$ cat src/design/span_rate_limiter_core_macros.svh
// Assertion helpers for the rate limiter RTL.
`ifndef SPAN_RATE_LIMITER_CORE_MACROS_SVH
`define SPAN_RATE_LIMITER_CORE_MACROS_SVH

`ifndef SYNTHESIS
// Antecedent holds in a cycle, consequent holds in the same cycle.
`define SRL_ASSERT_SAME(lbl, clk, rst, ante, cons) \
   lbl: assert property (@(posedge clk) disable iff (rst) (ante) |-> (cons)) \
      else $error("srl assertion failed");
// Antecedent holds in a cycle, consequent holds in the next cycle.
`define SRL_ASSERT_NEXT(lbl, clk, rst, ante, cons) \
   lbl: assert property (@(posedge clk) disable iff (rst) (ante) |=> (cons)) \
      else $error("srl assertion failed");
`else
`define SRL_ASSERT_SAME(lbl, clk, rst, ante, cons)
`define SRL_ASSERT_NEXT(lbl, clk, rst, ante, cons)
`endif

`endif

$ cat src/design/srl_pkg.sv
package srl_pkg;

   localparam int TS_W       = 48;
   localparam int CNT_W      = 16;
   localparam int CSR_IDX_W  = 3;
   localparam int CSR_DATA_W = 16;

   // Configuration register indexes
   localparam logic [CSR_IDX_W-1:0] CSR_SPANS_PER_SECOND   = 3'd0;
   localparam logic [CSR_IDX_W-1:0] CSR_WINDOW_MS          = 3'd1;
   localparam logic [CSR_IDX_W-1:0] CSR_SPANS_PER_WINDOW   = 3'd2;
   localparam logic [CSR_IDX_W-1:0] CSR_REPORT_THRESHOLD   = 3'd3;
   localparam logic [CSR_IDX_W-1:0] CSR_REPORT_INTERVAL_MS = 3'd4;

   // Configuration reset values
   localparam logic [CSR_DATA_W-1:0] SPANS_PER_SECOND_RST   = 16'd1000;
   localparam logic [CSR_DATA_W-1:0] WINDOW_MS_RST          = 16'd100;
   localparam logic [CSR_DATA_W-1:0] SPANS_PER_WINDOW_RST   = 16'd100;
   localparam logic [CSR_DATA_W-1:0] REPORT_THRESHOLD_RST   = 16'd100;
   localparam logic [CSR_DATA_W-1:0] REPORT_INTERVAL_MS_RST = 16'd1000;

   // Milliseconds per second and the residue of 2^(10k) modulo 1000
   localparam int MS_PER_SECOND = 1000;
   localparam int WSUM_W        = 21;
   localparam int REM_W         = 10;
   localparam logic [REM_W-1:0] CHUNK_W1 = 10'd24;
   localparam logic [REM_W-1:0] CHUNK_W2 = 10'd576;
   localparam logic [REM_W-1:0] CHUNK_W3 = 10'd824;
   localparam logic [REM_W-1:0] CHUNK_W4 = 10'd776;

   localparam logic [CNT_W-1:0] CNT_MAX = {CNT_W{1'b1}};

   typedef struct packed {
      logic [TS_W-1:0] now;
      logic            has_id;
      logic            taken;
   } srl_evt_type;

endpackage

$ cat src/design/srl_if.sv
interface srl_req_if;
   logic                      valid;
   logic                      ready;
   logic [srl_pkg::TS_W-1:0]  timestamp_ms;
   logic                      has_trace_id;
   logic                      report_taken;

   modport source (output valid, timestamp_ms, has_trace_id, report_taken, input ready);
   modport sink (input valid, timestamp_ms, has_trace_id, report_taken, output ready);
endinterface

interface srl_rsp_if;
   logic                      valid;
   logic                      ready;
   logic                      collected;
   logic                      report_due;
   logic [srl_pkg::CNT_W-1:0] pending_count;

   modport source (output valid, collected, report_due, pending_count, input ready);
   modport sink (input valid, collected, report_due, pending_count, output ready);
endinterface

interface srl_csr_if;
   logic                           valid;
   logic                           ready;
   logic [srl_pkg::CSR_IDX_W-1:0]  index;
   logic [srl_pkg::CSR_DATA_W-1:0] data;

   modport source (output valid, index, data, input ready);
   modport sink (input valid, index, data, output ready);
endinterface

$ cat src/design/span_rate_limiter_core.sv
// A transaction passes through stages s1, s2 and s3 into the result register.
// Throughput: one per cycle unless rsp_bus.ready stalls; limiter state updates in s3.
// The two stages ahead of it form the event time modulo 1000 for the second boundary.
// Reset (synchronous, active high) clears the limiter state and pipeline valids
// and loads the configuration registers with their default values.
`include "span_rate_limiter_core_macros.svh"

module span_rate_limiter_core (
   input  logic      clock,
   input  logic      reset,
   srl_req_if.sink   req_bus,
   srl_rsp_if.source rsp_bus,
   srl_csr_if.sink   csr_bus
);

   localparam int TW = srl_pkg::TS_W;
   localparam int CW = srl_pkg::CNT_W;
   localparam int RW = srl_pkg::REM_W;
   localparam int SW = srl_pkg::WSUM_W;

   // Configuration registers
   logic [CW-1:0] sps_ff, win_ms_ff, spw_ff, thresh_ff, interval_ff;

   // Pipeline
   logic                 s1_v_ff, s2_v_ff, s3_v_ff, rsp_v_ff;
   srl_pkg::srl_evt_type s1_evt_ff, s2_evt_ff, s3_evt_ff;
   logic [SW-1:0]        s2_wsum_ff;
   logic [RW-1:0]        s3_rem_ff;
   logic                 ready_s1, ready_s2, ready_s3, ready_rsp;
   logic                 s3_fire;

   // Limiter state
   logic [TW-1:0] win_start_ff, win_start_in;
   logic [TW:0]   sec_next_ff, sec_next_in;
   logic [CW-1:0] win_cnt_ff, win_cnt_in;
   logic [CW-1:0] sec_cnt_ff, sec_cnt_in;
   logic [TW-1:0] last_rep_ff, last_rep_in;
   logic [CW-1:0] pend_ff, pend_in;

   // Result register
   logic          rsp_collected_ff, rsp_collected_in;
   logic          rsp_due_ff, rsp_due_in;

   // Stage arithmetic
   logic [SW-1:0]  wsum_in;
   logic [15:0]    red1;
   logic [10:0]    red2;
   logic [RW-1:0]  rem_in;
   logic [TW:0]    now_x, win_end, boundary, rep_limit;
   logic [TW-1:0]  rep_base;
   logic [CW-1:0]  sec_base, pend_base;
   logic           in_win;

   // Advance each stage when the next one is empty or moving
   assign ready_rsp = !rsp_v_ff || rsp_bus.ready;
   assign ready_s3  = !s3_v_ff || ready_rsp;
   assign ready_s2  = !s2_v_ff || ready_s3;
   assign ready_s1  = !s1_v_ff || ready_s2;
   assign s3_fire   = s3_v_ff && ready_rsp;

   assign req_bus.ready = ready_s1;
   assign csr_bus.ready = 1'b1;

   assign rsp_bus.valid         = rsp_v_ff;
   assign rsp_bus.collected     = rsp_collected_ff;
   assign rsp_bus.report_due    = rsp_due_ff;
   assign rsp_bus.pending_count = pend_ff;

   // Weighted sum of 10-bit chunks, congruent to the time modulo 1000
   assign wsum_in = SW'(s1_evt_ff.now[9:0])
                  + SW'(s1_evt_ff.now[19:10]) * SW'(srl_pkg::CHUNK_W1)
                  + SW'(s1_evt_ff.now[29:20]) * SW'(srl_pkg::CHUNK_W2)
                  + SW'(s1_evt_ff.now[39:30]) * SW'(srl_pkg::CHUNK_W3)
                  + SW'(s1_evt_ff.now[47:40]) * SW'(srl_pkg::CHUNK_W4);

   // Fold the sum twice, then one conditional subtract gives the remainder
   assign red1   = 16'(s2_wsum_ff[SW-1:10]) * 16'(srl_pkg::CHUNK_W1) + 16'(s2_wsum_ff[9:0]);
   assign red2   = 11'(red1[15:10]) * 11'(srl_pkg::CHUNK_W1) + 11'(red1[9:0]);
   assign rem_in = (red2 >= 11'(srl_pkg::MS_PER_SECOND))
                 ? RW'(red2 - 11'(srl_pkg::MS_PER_SECOND)) : red2[RW-1:0];

   // Admission decision, pending count and report check
   always_comb begin
      now_x     = {1'b0, s3_evt_ff.now};
      boundary  = now_x - (TW+1)'(s3_rem_ff) + (TW+1)'(srl_pkg::MS_PER_SECOND);
      win_end   = {1'b0, win_start_ff} + (TW+1)'(win_ms_ff);
      in_win    = now_x < win_end;
      sec_base  = (now_x >= sec_next_ff) ? '0 : sec_cnt_ff;

      win_start_in     = win_start_ff;
      sec_next_in      = sec_next_ff;
      win_cnt_in       = win_cnt_ff;
      sec_cnt_in       = sec_cnt_ff;
      rsp_collected_in = 1'b0;

      if (s3_evt_ff.has_id) begin
         if (in_win && win_cnt_ff < spw_ff && sec_cnt_ff < sps_ff) begin
            win_cnt_in       = win_cnt_ff + CW'(1);
            sec_cnt_in       = sec_cnt_ff + CW'(1);
            rsp_collected_in = 1'b1;
         end else if (!in_win && sps_ff != '0) begin
            // open a new window at the event time
            win_start_in = s3_evt_ff.now;
            sec_next_in  = boundary;
            if (sec_base < sps_ff) begin
               sec_cnt_in       = sec_base + CW'(1);
               win_cnt_in       = CW'(1);
               rsp_collected_in = 1'b1;
            end else begin
               sec_cnt_in = sec_base;
               win_cnt_in = '0;
            end
         end
      end

      pend_base = s3_evt_ff.taken ? '0 : pend_ff;
      pend_in   = (rsp_collected_in && pend_base != srl_pkg::CNT_MAX)
                ? pend_base + CW'(1) : pend_base;

      rep_base   = (last_rep_ff == '0) ? s3_evt_ff.now : last_rep_ff;
      rep_limit  = {1'b0, rep_base} + (TW+1)'(interval_ff);
      rsp_due_in = (now_x > rep_limit) || (pend_in >= thresh_ff);
      last_rep_in = rsp_due_in ? s3_evt_ff.now : rep_base;
   end

   // Control state, limiter state and configuration
   always_ff @(posedge clock) begin
      if (reset) begin
         s1_v_ff      <= 1'b0;
         s2_v_ff      <= 1'b0;
         s3_v_ff      <= 1'b0;
         rsp_v_ff     <= 1'b0;
         win_start_ff <= '0;
         sec_next_ff  <= (TW+1)'(srl_pkg::MS_PER_SECOND);
         win_cnt_ff   <= '0;
         sec_cnt_ff   <= '0;
         last_rep_ff  <= '0;
         pend_ff      <= '0;
         sps_ff       <= srl_pkg::SPANS_PER_SECOND_RST;
         win_ms_ff    <= srl_pkg::WINDOW_MS_RST;
         spw_ff       <= srl_pkg::SPANS_PER_WINDOW_RST;
         thresh_ff    <= srl_pkg::REPORT_THRESHOLD_RST;
         interval_ff  <= srl_pkg::REPORT_INTERVAL_MS_RST;
      end else begin
         if (ready_s1) begin
            s1_v_ff <= req_bus.valid;
         end
         if (ready_s2) begin
            s2_v_ff <= s1_v_ff;
         end
         if (ready_s3) begin
            s3_v_ff <= s2_v_ff;
         end
         if (ready_rsp) begin
            rsp_v_ff <= s3_v_ff;
         end
         if (s3_fire) begin
            win_start_ff <= win_start_in;
            sec_next_ff  <= sec_next_in;
            win_cnt_ff   <= win_cnt_in;
            sec_cnt_ff   <= sec_cnt_in;
            last_rep_ff  <= last_rep_in;
            pend_ff      <= pend_in;
         end
         if (csr_bus.valid) begin
            case (csr_bus.index)
               srl_pkg::CSR_SPANS_PER_SECOND:   sps_ff      <= csr_bus.data;
               srl_pkg::CSR_WINDOW_MS:          win_ms_ff   <= csr_bus.data;
               srl_pkg::CSR_SPANS_PER_WINDOW:   spw_ff      <= csr_bus.data;
               srl_pkg::CSR_REPORT_THRESHOLD:   thresh_ff   <= csr_bus.data;
               srl_pkg::CSR_REPORT_INTERVAL_MS: interval_ff <= csr_bus.data;
               default: ;
            endcase
         end
      end
   end

   // Payload stages, no reset
   always_ff @(posedge clock) begin
      if (ready_s1) begin
         s1_evt_ff.now    <= req_bus.timestamp_ms;
         s1_evt_ff.has_id <= req_bus.has_trace_id;
         s1_evt_ff.taken  <= req_bus.report_taken;
      end
      if (ready_s2) begin
         s2_evt_ff  <= s1_evt_ff;
         s2_wsum_ff <= wsum_in;
      end
      if (ready_s3) begin
         s3_evt_ff <= s2_evt_ff;
         s3_rem_ff <= rem_in;
      end
      if (s3_fire) begin
         rsp_collected_ff <= rsp_collected_in;
         rsp_due_ff       <= rsp_due_in;
      end
   end

   // Checks
   `SRL_ASSERT_NEXT(a_no_id_no_collect, clock, reset, s3_fire && !s3_evt_ff.has_id, !rsp_collected_ff)
   `SRL_ASSERT_NEXT(a_taken_pending_low, clock, reset, s3_fire && s3_evt_ff.taken, pend_ff <= CW'(1))
   `SRL_ASSERT_NEXT(a_collect_counts, clock, reset, s3_fire && rsp_collected_in, win_cnt_ff != '0 && sec_cnt_ff != '0)
   `SRL_ASSERT_NEXT(a_stage_hold, clock, reset, s3_v_ff && !ready_rsp, s3_v_ff && $stable(s3_rem_ff))
   `SRL_ASSERT_SAME(a_collect_budget, clock, reset, s3_fire && rsp_collected_in, sps_ff != '0)

endmodule

$ cat src/flat_wrapper.sv
// flat-port wrapper written by rule: the top's interface ports become plain ports
module span_rate_limiter_core_flat 
  (clock, reset, req_bus_valid, req_bus_timestamp_ms, req_bus_has_trace_id, req_bus_report_taken, req_bus_ready, rsp_bus_valid, rsp_bus_collected, rsp_bus_report_due, rsp_bus_pending_count, rsp_bus_ready, csr_bus_valid, csr_bus_index, csr_bus_data, csr_bus_ready);
  srl_req_if req_bus_i ();
  srl_rsp_if rsp_bus_i ();
  srl_csr_if csr_bus_i ();
  input  logic clock;
  input  logic reset;
  input wire logic [$bits(req_bus_i.valid)-1:0] req_bus_valid;
  input wire logic [$bits(req_bus_i.timestamp_ms)-1:0] req_bus_timestamp_ms;
  input wire logic [$bits(req_bus_i.has_trace_id)-1:0] req_bus_has_trace_id;
  input wire logic [$bits(req_bus_i.report_taken)-1:0] req_bus_report_taken;
  output wire logic [$bits(req_bus_i.ready)-1:0] req_bus_ready;
  output wire logic [$bits(rsp_bus_i.valid)-1:0] rsp_bus_valid;
  output wire logic [$bits(rsp_bus_i.collected)-1:0] rsp_bus_collected;
  output wire logic [$bits(rsp_bus_i.report_due)-1:0] rsp_bus_report_due;
  output wire logic [$bits(rsp_bus_i.pending_count)-1:0] rsp_bus_pending_count;
  input wire logic [$bits(rsp_bus_i.ready)-1:0] rsp_bus_ready;
  input wire logic [$bits(csr_bus_i.valid)-1:0] csr_bus_valid;
  input wire logic [$bits(csr_bus_i.index)-1:0] csr_bus_index;
  input wire logic [$bits(csr_bus_i.data)-1:0] csr_bus_data;
  output wire logic [$bits(csr_bus_i.ready)-1:0] csr_bus_ready;
  assign req_bus_i.valid = req_bus_valid;
  assign req_bus_i.timestamp_ms = req_bus_timestamp_ms;
  assign req_bus_i.has_trace_id = req_bus_has_trace_id;
  assign req_bus_i.report_taken = req_bus_report_taken;
  assign req_bus_ready = req_bus_i.ready;
  assign rsp_bus_valid = rsp_bus_i.valid;
  assign rsp_bus_collected = rsp_bus_i.collected;
  assign rsp_bus_report_due = rsp_bus_i.report_due;
  assign rsp_bus_pending_count = rsp_bus_i.pending_count;
  assign rsp_bus_i.ready = rsp_bus_ready;
  assign csr_bus_i.valid = csr_bus_valid;
  assign csr_bus_i.index = csr_bus_index;
  assign csr_bus_i.data = csr_bus_data;
  assign csr_bus_ready = csr_bus_i.ready;
  span_rate_limiter_core u_core (.clock(clock), .reset(reset), .req_bus(req_bus_i), .rsp_bus(rsp_bus_i), .csr_bus(csr_bus_i));
endmodule
$ cat config.mk
export PLATFORM = sky130hd
export DESIGN_NAME = span_rate_limiter_core_flat
export DESIGN_NICKNAME = d
export VERILOG_FILES = /design/src/design/srl_pkg.sv /design/src/design/srl_if.sv /design/src/design/span_rate_limiter_core.sv /design/src/flat_wrapper.sv
export VERILOG_INCLUDE_DIRS = /design/src /design/src/design
export SDC_FILE = /design/constraint.sdc
export NUM_CORES = 2
export LEC_CHECK = 0
export BUFFER_PORTS_ARGS = -buffer_cell sky130_fd_sc_hd__buf_2
export CORE_MARGIN = 5
export CORE_UTILIZATION = 50
export DETAILED_ROUTE_END_ITERATION = 16
export PLACE_DENSITY_LB_ADDON = 0.25
export RECOVER_POWER = 100
export SLEW_MARGIN = 20
export SYNTH_ARGS = -nofsm -noshare
export SYNTH_HDL_FRONTEND = slang
export SYNTH_SLANG_ARGS = --single-unit
export TNS_END_PERCENT = 100
$ cat constraint.sdc
create_clock -name clock -period 7.7 [get_ports clock]
set_input_delay 1.155 -clock clock [delete_from_list [all_inputs] [get_ports clock]]
set_output_delay 1.155 -clock clock [all_outputs]
set_load 0.05 [all_outputs]
==> results.json <==
{
  "overflow": 0,
  "dp_cells": 4604,
  "p_sw_w": 0.007640,
  "fmax_ghz": 0.1370,
  "peakVddDrop_uv": 1648,
  "sw_frac_of_total_pct": 43.87,
  "maxCapViolations": 2,
  "clock-sinks": 451,
  "floorplan.initialDensity_pct": 50.63,
  "path_class": "register to register",
  "hold_end": "u_core.now_x[15]",
  "worstHoldStart": "u_core.s2_evt_ff[17]",
  "grt_antenna_before_repair": 0,
  "post_drt_via_cell_ratio": 5.764,
  "p_per_area_mw_per_mm2": 478.0,
  "die-area_sq_mm": 0.07061,
  "instances_no_fill": 4703,
  "dp_hpwl_um": 63780,
  "fin_crit_sh_pct": 94.79,
  "reg2reg_slack_ps": 400,
  "nFillCells": 5816,
  "ys_types": 86,
  "cts-hold-fix-buffers": 0,
  "p_int_w": 0.009774,
  "pwr-share-comb_pct": 66.3,
  "critPathLaunchType": "register",
  "drt_iter0_drc": 2275,
  "finalSetupViolCount": 0,
  "rr_endpoint": "u_core.last_rep_ff[27]",
  "r2r_start": "u_core.now_x[39]",
  "ys_seq_area_share_pct": 33.03,
  "postSynthCellCount": 3680,
  "ys_seq_elements": 451,
  "async_reset_ff_share_pct": 0,
  "crit_arrival_ps": 7840,
  "synthToLayoutAreaGrowth_pct": 11.42,
  "clkPwrFrac_pct": 14.4,
  "synth.avg_cell_area_sq_um": 8.885,
  "dp_slack_ps": -211.5,
  "cts_tree": "built",
  "diodes": 0,
  "power_leakage_nw": 15.61,
  "relSlewSlack_pct": -102.7,
  "synth_area_sq_mm": 0.03270,
  "synth_edf_count": 177,
  "rsz0062_at_grt": "true",
  "drt_wl_total_um": 84560,
  "yosysWarnings": 0,
  "multi_input_area_sq_mm": 0.02039,
  "period_needed_ps": 7299,
  "finalWeightedCongestion": 0.8998,
  "die_h_um": 265.7,
  "worst_pin_slew_ps": 3041,
  "die_width_um": 265.7,
  "fin_util_pct": 56.41,
  "slowest_stage": "or3_1",
  "synth.most_common_cell": "nand2_1",
  "cpPeakStageDelay_ps": 410,
  "min_path_type": "register to register",
  "critPathCaptureType": "register",
  "hold_viol": 0,
  "rows": 93,
  "ys_top_cells_by_count": "475 x nand2_1, 455 x ha_1, 371 x a21oi_1",
  "clockRootBuffer": "clkbuf_16",
  "grt_pass1_vias": 25894,
  "htreeDepth": 2,
  "firstDrtPassIters": 6,
  "cp_max_fo": 20,
  "nets": 4395,
  "r2r.worst_path.cells": 32,
  "numPortBuffers": 93,
  "clock_latency_ps": 620,
  "seqPwrFrac_pct": 19.3,
  "violations": "max-capacitance violations, max-slew violations",
  "finalMaxSlewViolations": 110,
  "cts_made_buffers": 52,
  "clk_pin_slew_ps": 60,
  "synth_area_leaders": "ha_1 17%, dfxtp_1 17%, edfxtp_1 16%",
  "vias": 27108,
  "yosysTopAreaCell": "ha_1",
  "grt_first_pass_wirelength_um": 135600,
  "grt_usage_pct": 23.27,
  "regArea_sq_mm": 0.01080,
  "wire_per_inst_um": 17.98,
  "status": "finished with violations",
  "grt_start_max_net_pins": 76,
  "synth_nets": 4265,
  "ant_nets": 0,
  "synth_top_flop_cell": "dfxtp_1",
  "fin_skew_ps": 29.87,
  "final_layout_size_suffix_gt1_share_pct": 8.758,
  "min_path_cells": 0,
  "drc": 0,
  "crit_required_ps": 8240,
  "yosysTopAreaCellShare_pct": 17.41,
  "clock_path_buffers": 3,
  "fin_ws_ps": 401.0,
  "core_area_sq_mm": 0.06458,
  "ios": 95
}
==> metal layers <==
metal	track usage, %	vias up	wire length [um]
met2	38.83	710	39320
met4	7.333	0	2815
li1	-	13494	-
met1	31.61	12756	37830
met5	0	-	0
met3	3.112	148	4597
==> cell type report <==
cell class | count | share of cell area (%)
multi-input combinational | 2801 | 55.97
clock inverter | 21 | 0.6354
clock buffer | 71 | 4.156
sequential | 451 | 29.65
inverter | 315 | 3.246
tap | 855 | 2.936
timing repair buffer | 189 | 3.410
==> sequential cells by signal (all words and copies together), names as in the netlist, 10 cells and up <==
| signal | cells |
|---|---|
| u_core.s2_wsum_ff | 21 |
| u_core.sec_next_ff | 46 |
| u_core.win_start_ff | 48 |
| u_core.last_rep_ff | 48 |
| u_core.interval_ff | 16 |
| u_core.win_cnt_ff | 16 |
| u_core.win_ms_ff | 16 |
| u_core.s1_evt_ff | 50 |
| u_core.s3_rem_ff | 10 |
| u_core.s2_evt_ff | 47 |
| u_core.rsp_bus.pending_count | 16 |
| u_core.spw_ff | 16 |
| u_core.sps_ff | 16 |
| u_core.thresh_ff | 16 |
| u_core.now_x | 45 |
| u_core.sec_cnt_ff | 16 |
==> how the worst max path moves through the flow <==
stage	cells after the start	to	start
floorplan	32	u_core.last_rep_ff[40]	u_core.now_x[16]
global placement	34	u_core.last_rep_ff[37]	u_core.win_start_ff[0]
detailed placement	34	u_core.last_rep_ff[29]	u_core.win_start_ff[0]
CTS	34	u_core.last_rep_ff[28]	u_core.win_start_ff[0]
global route	34	u_core.last_rep_ff[39]	u_core.win_start_ff[1]
finish	32	u_core.last_rep_ff[27]	u_core.now_x[39]
==> cell families after synthesis <==
group,count (synthesis),share of synthesized area [%]
fa+ha+maj,511,20.84
buf+inv,432,5.101
flops,451,33.03
xor+xnor,222,5.947
compound gates,951,18.52
other cells,1,0.01147
mux,9,0.2832
simple gates,1103,16.27
==> metrics by stage <==
step / power, W / area [sq um] / TNS, ps / hold slack, ps
finish: 0.01741 / 36430 / 0 / 413.7
global route: 0.01882 / 36430 / -87.35 / 415.3
CTS: 0.01759 / 36280 / 0 / 411.5
detailed placement: 0.01502 / 34520 / -9606 / 404.5
global placement: 0.01486 / 34520 / -2192 / 400.3
floorplan: 0.01276 / 32700 / 0 / 400.3
==> power by group through the flow <==
stage	logic (W)	clock network [W]	registers [W]
finish	0.0115	0.00251	0.00336
global route	0.0128	0.00267	0.00334
CTS	0.0117	0.00257	0.00336
detailed placement	0.0116	0	0.00341
global placement	0.0115	0	0.00341
floorplan	0.00937	0	0.00340
==> worst max-delay path, delay by kind of cell (launching register included) <==
kind | cells | cell delay [ps]
simple gates | 10 | 2290
buf+inv | 4 | 740
compound gates | 14 | 2670
xor+xnor | 1 | 280
fa+ha+maj | 3 | 880
flops | 1 | 390
==> cells in the final DEF (no fill, tap or decap), types with 91 or more instances in the layout <==
cell / n
a21o_1: 111
nor2_1: 160
edfxtp_1: 177
nand3_1: 96
ha_1: 455
inv_1: 313
xor2_1: 98
xnor2_1: 124
a21oi_1: 368
o21ai_0: 135
buf_2: 91
nand2_1: 472
dfxtp_1: 274
==> timing repair <==
item / CTS / global route
resized for setup: 1 / 20
endpoints found under the hold margin: 0 / 0
setup endpoints to repair: 48 / 48
cloned: 1 / 3
setup buffers: 0 / 3
pin swaps: 0 / 9
Note: power is estimated with default switching activity, not from simulation.
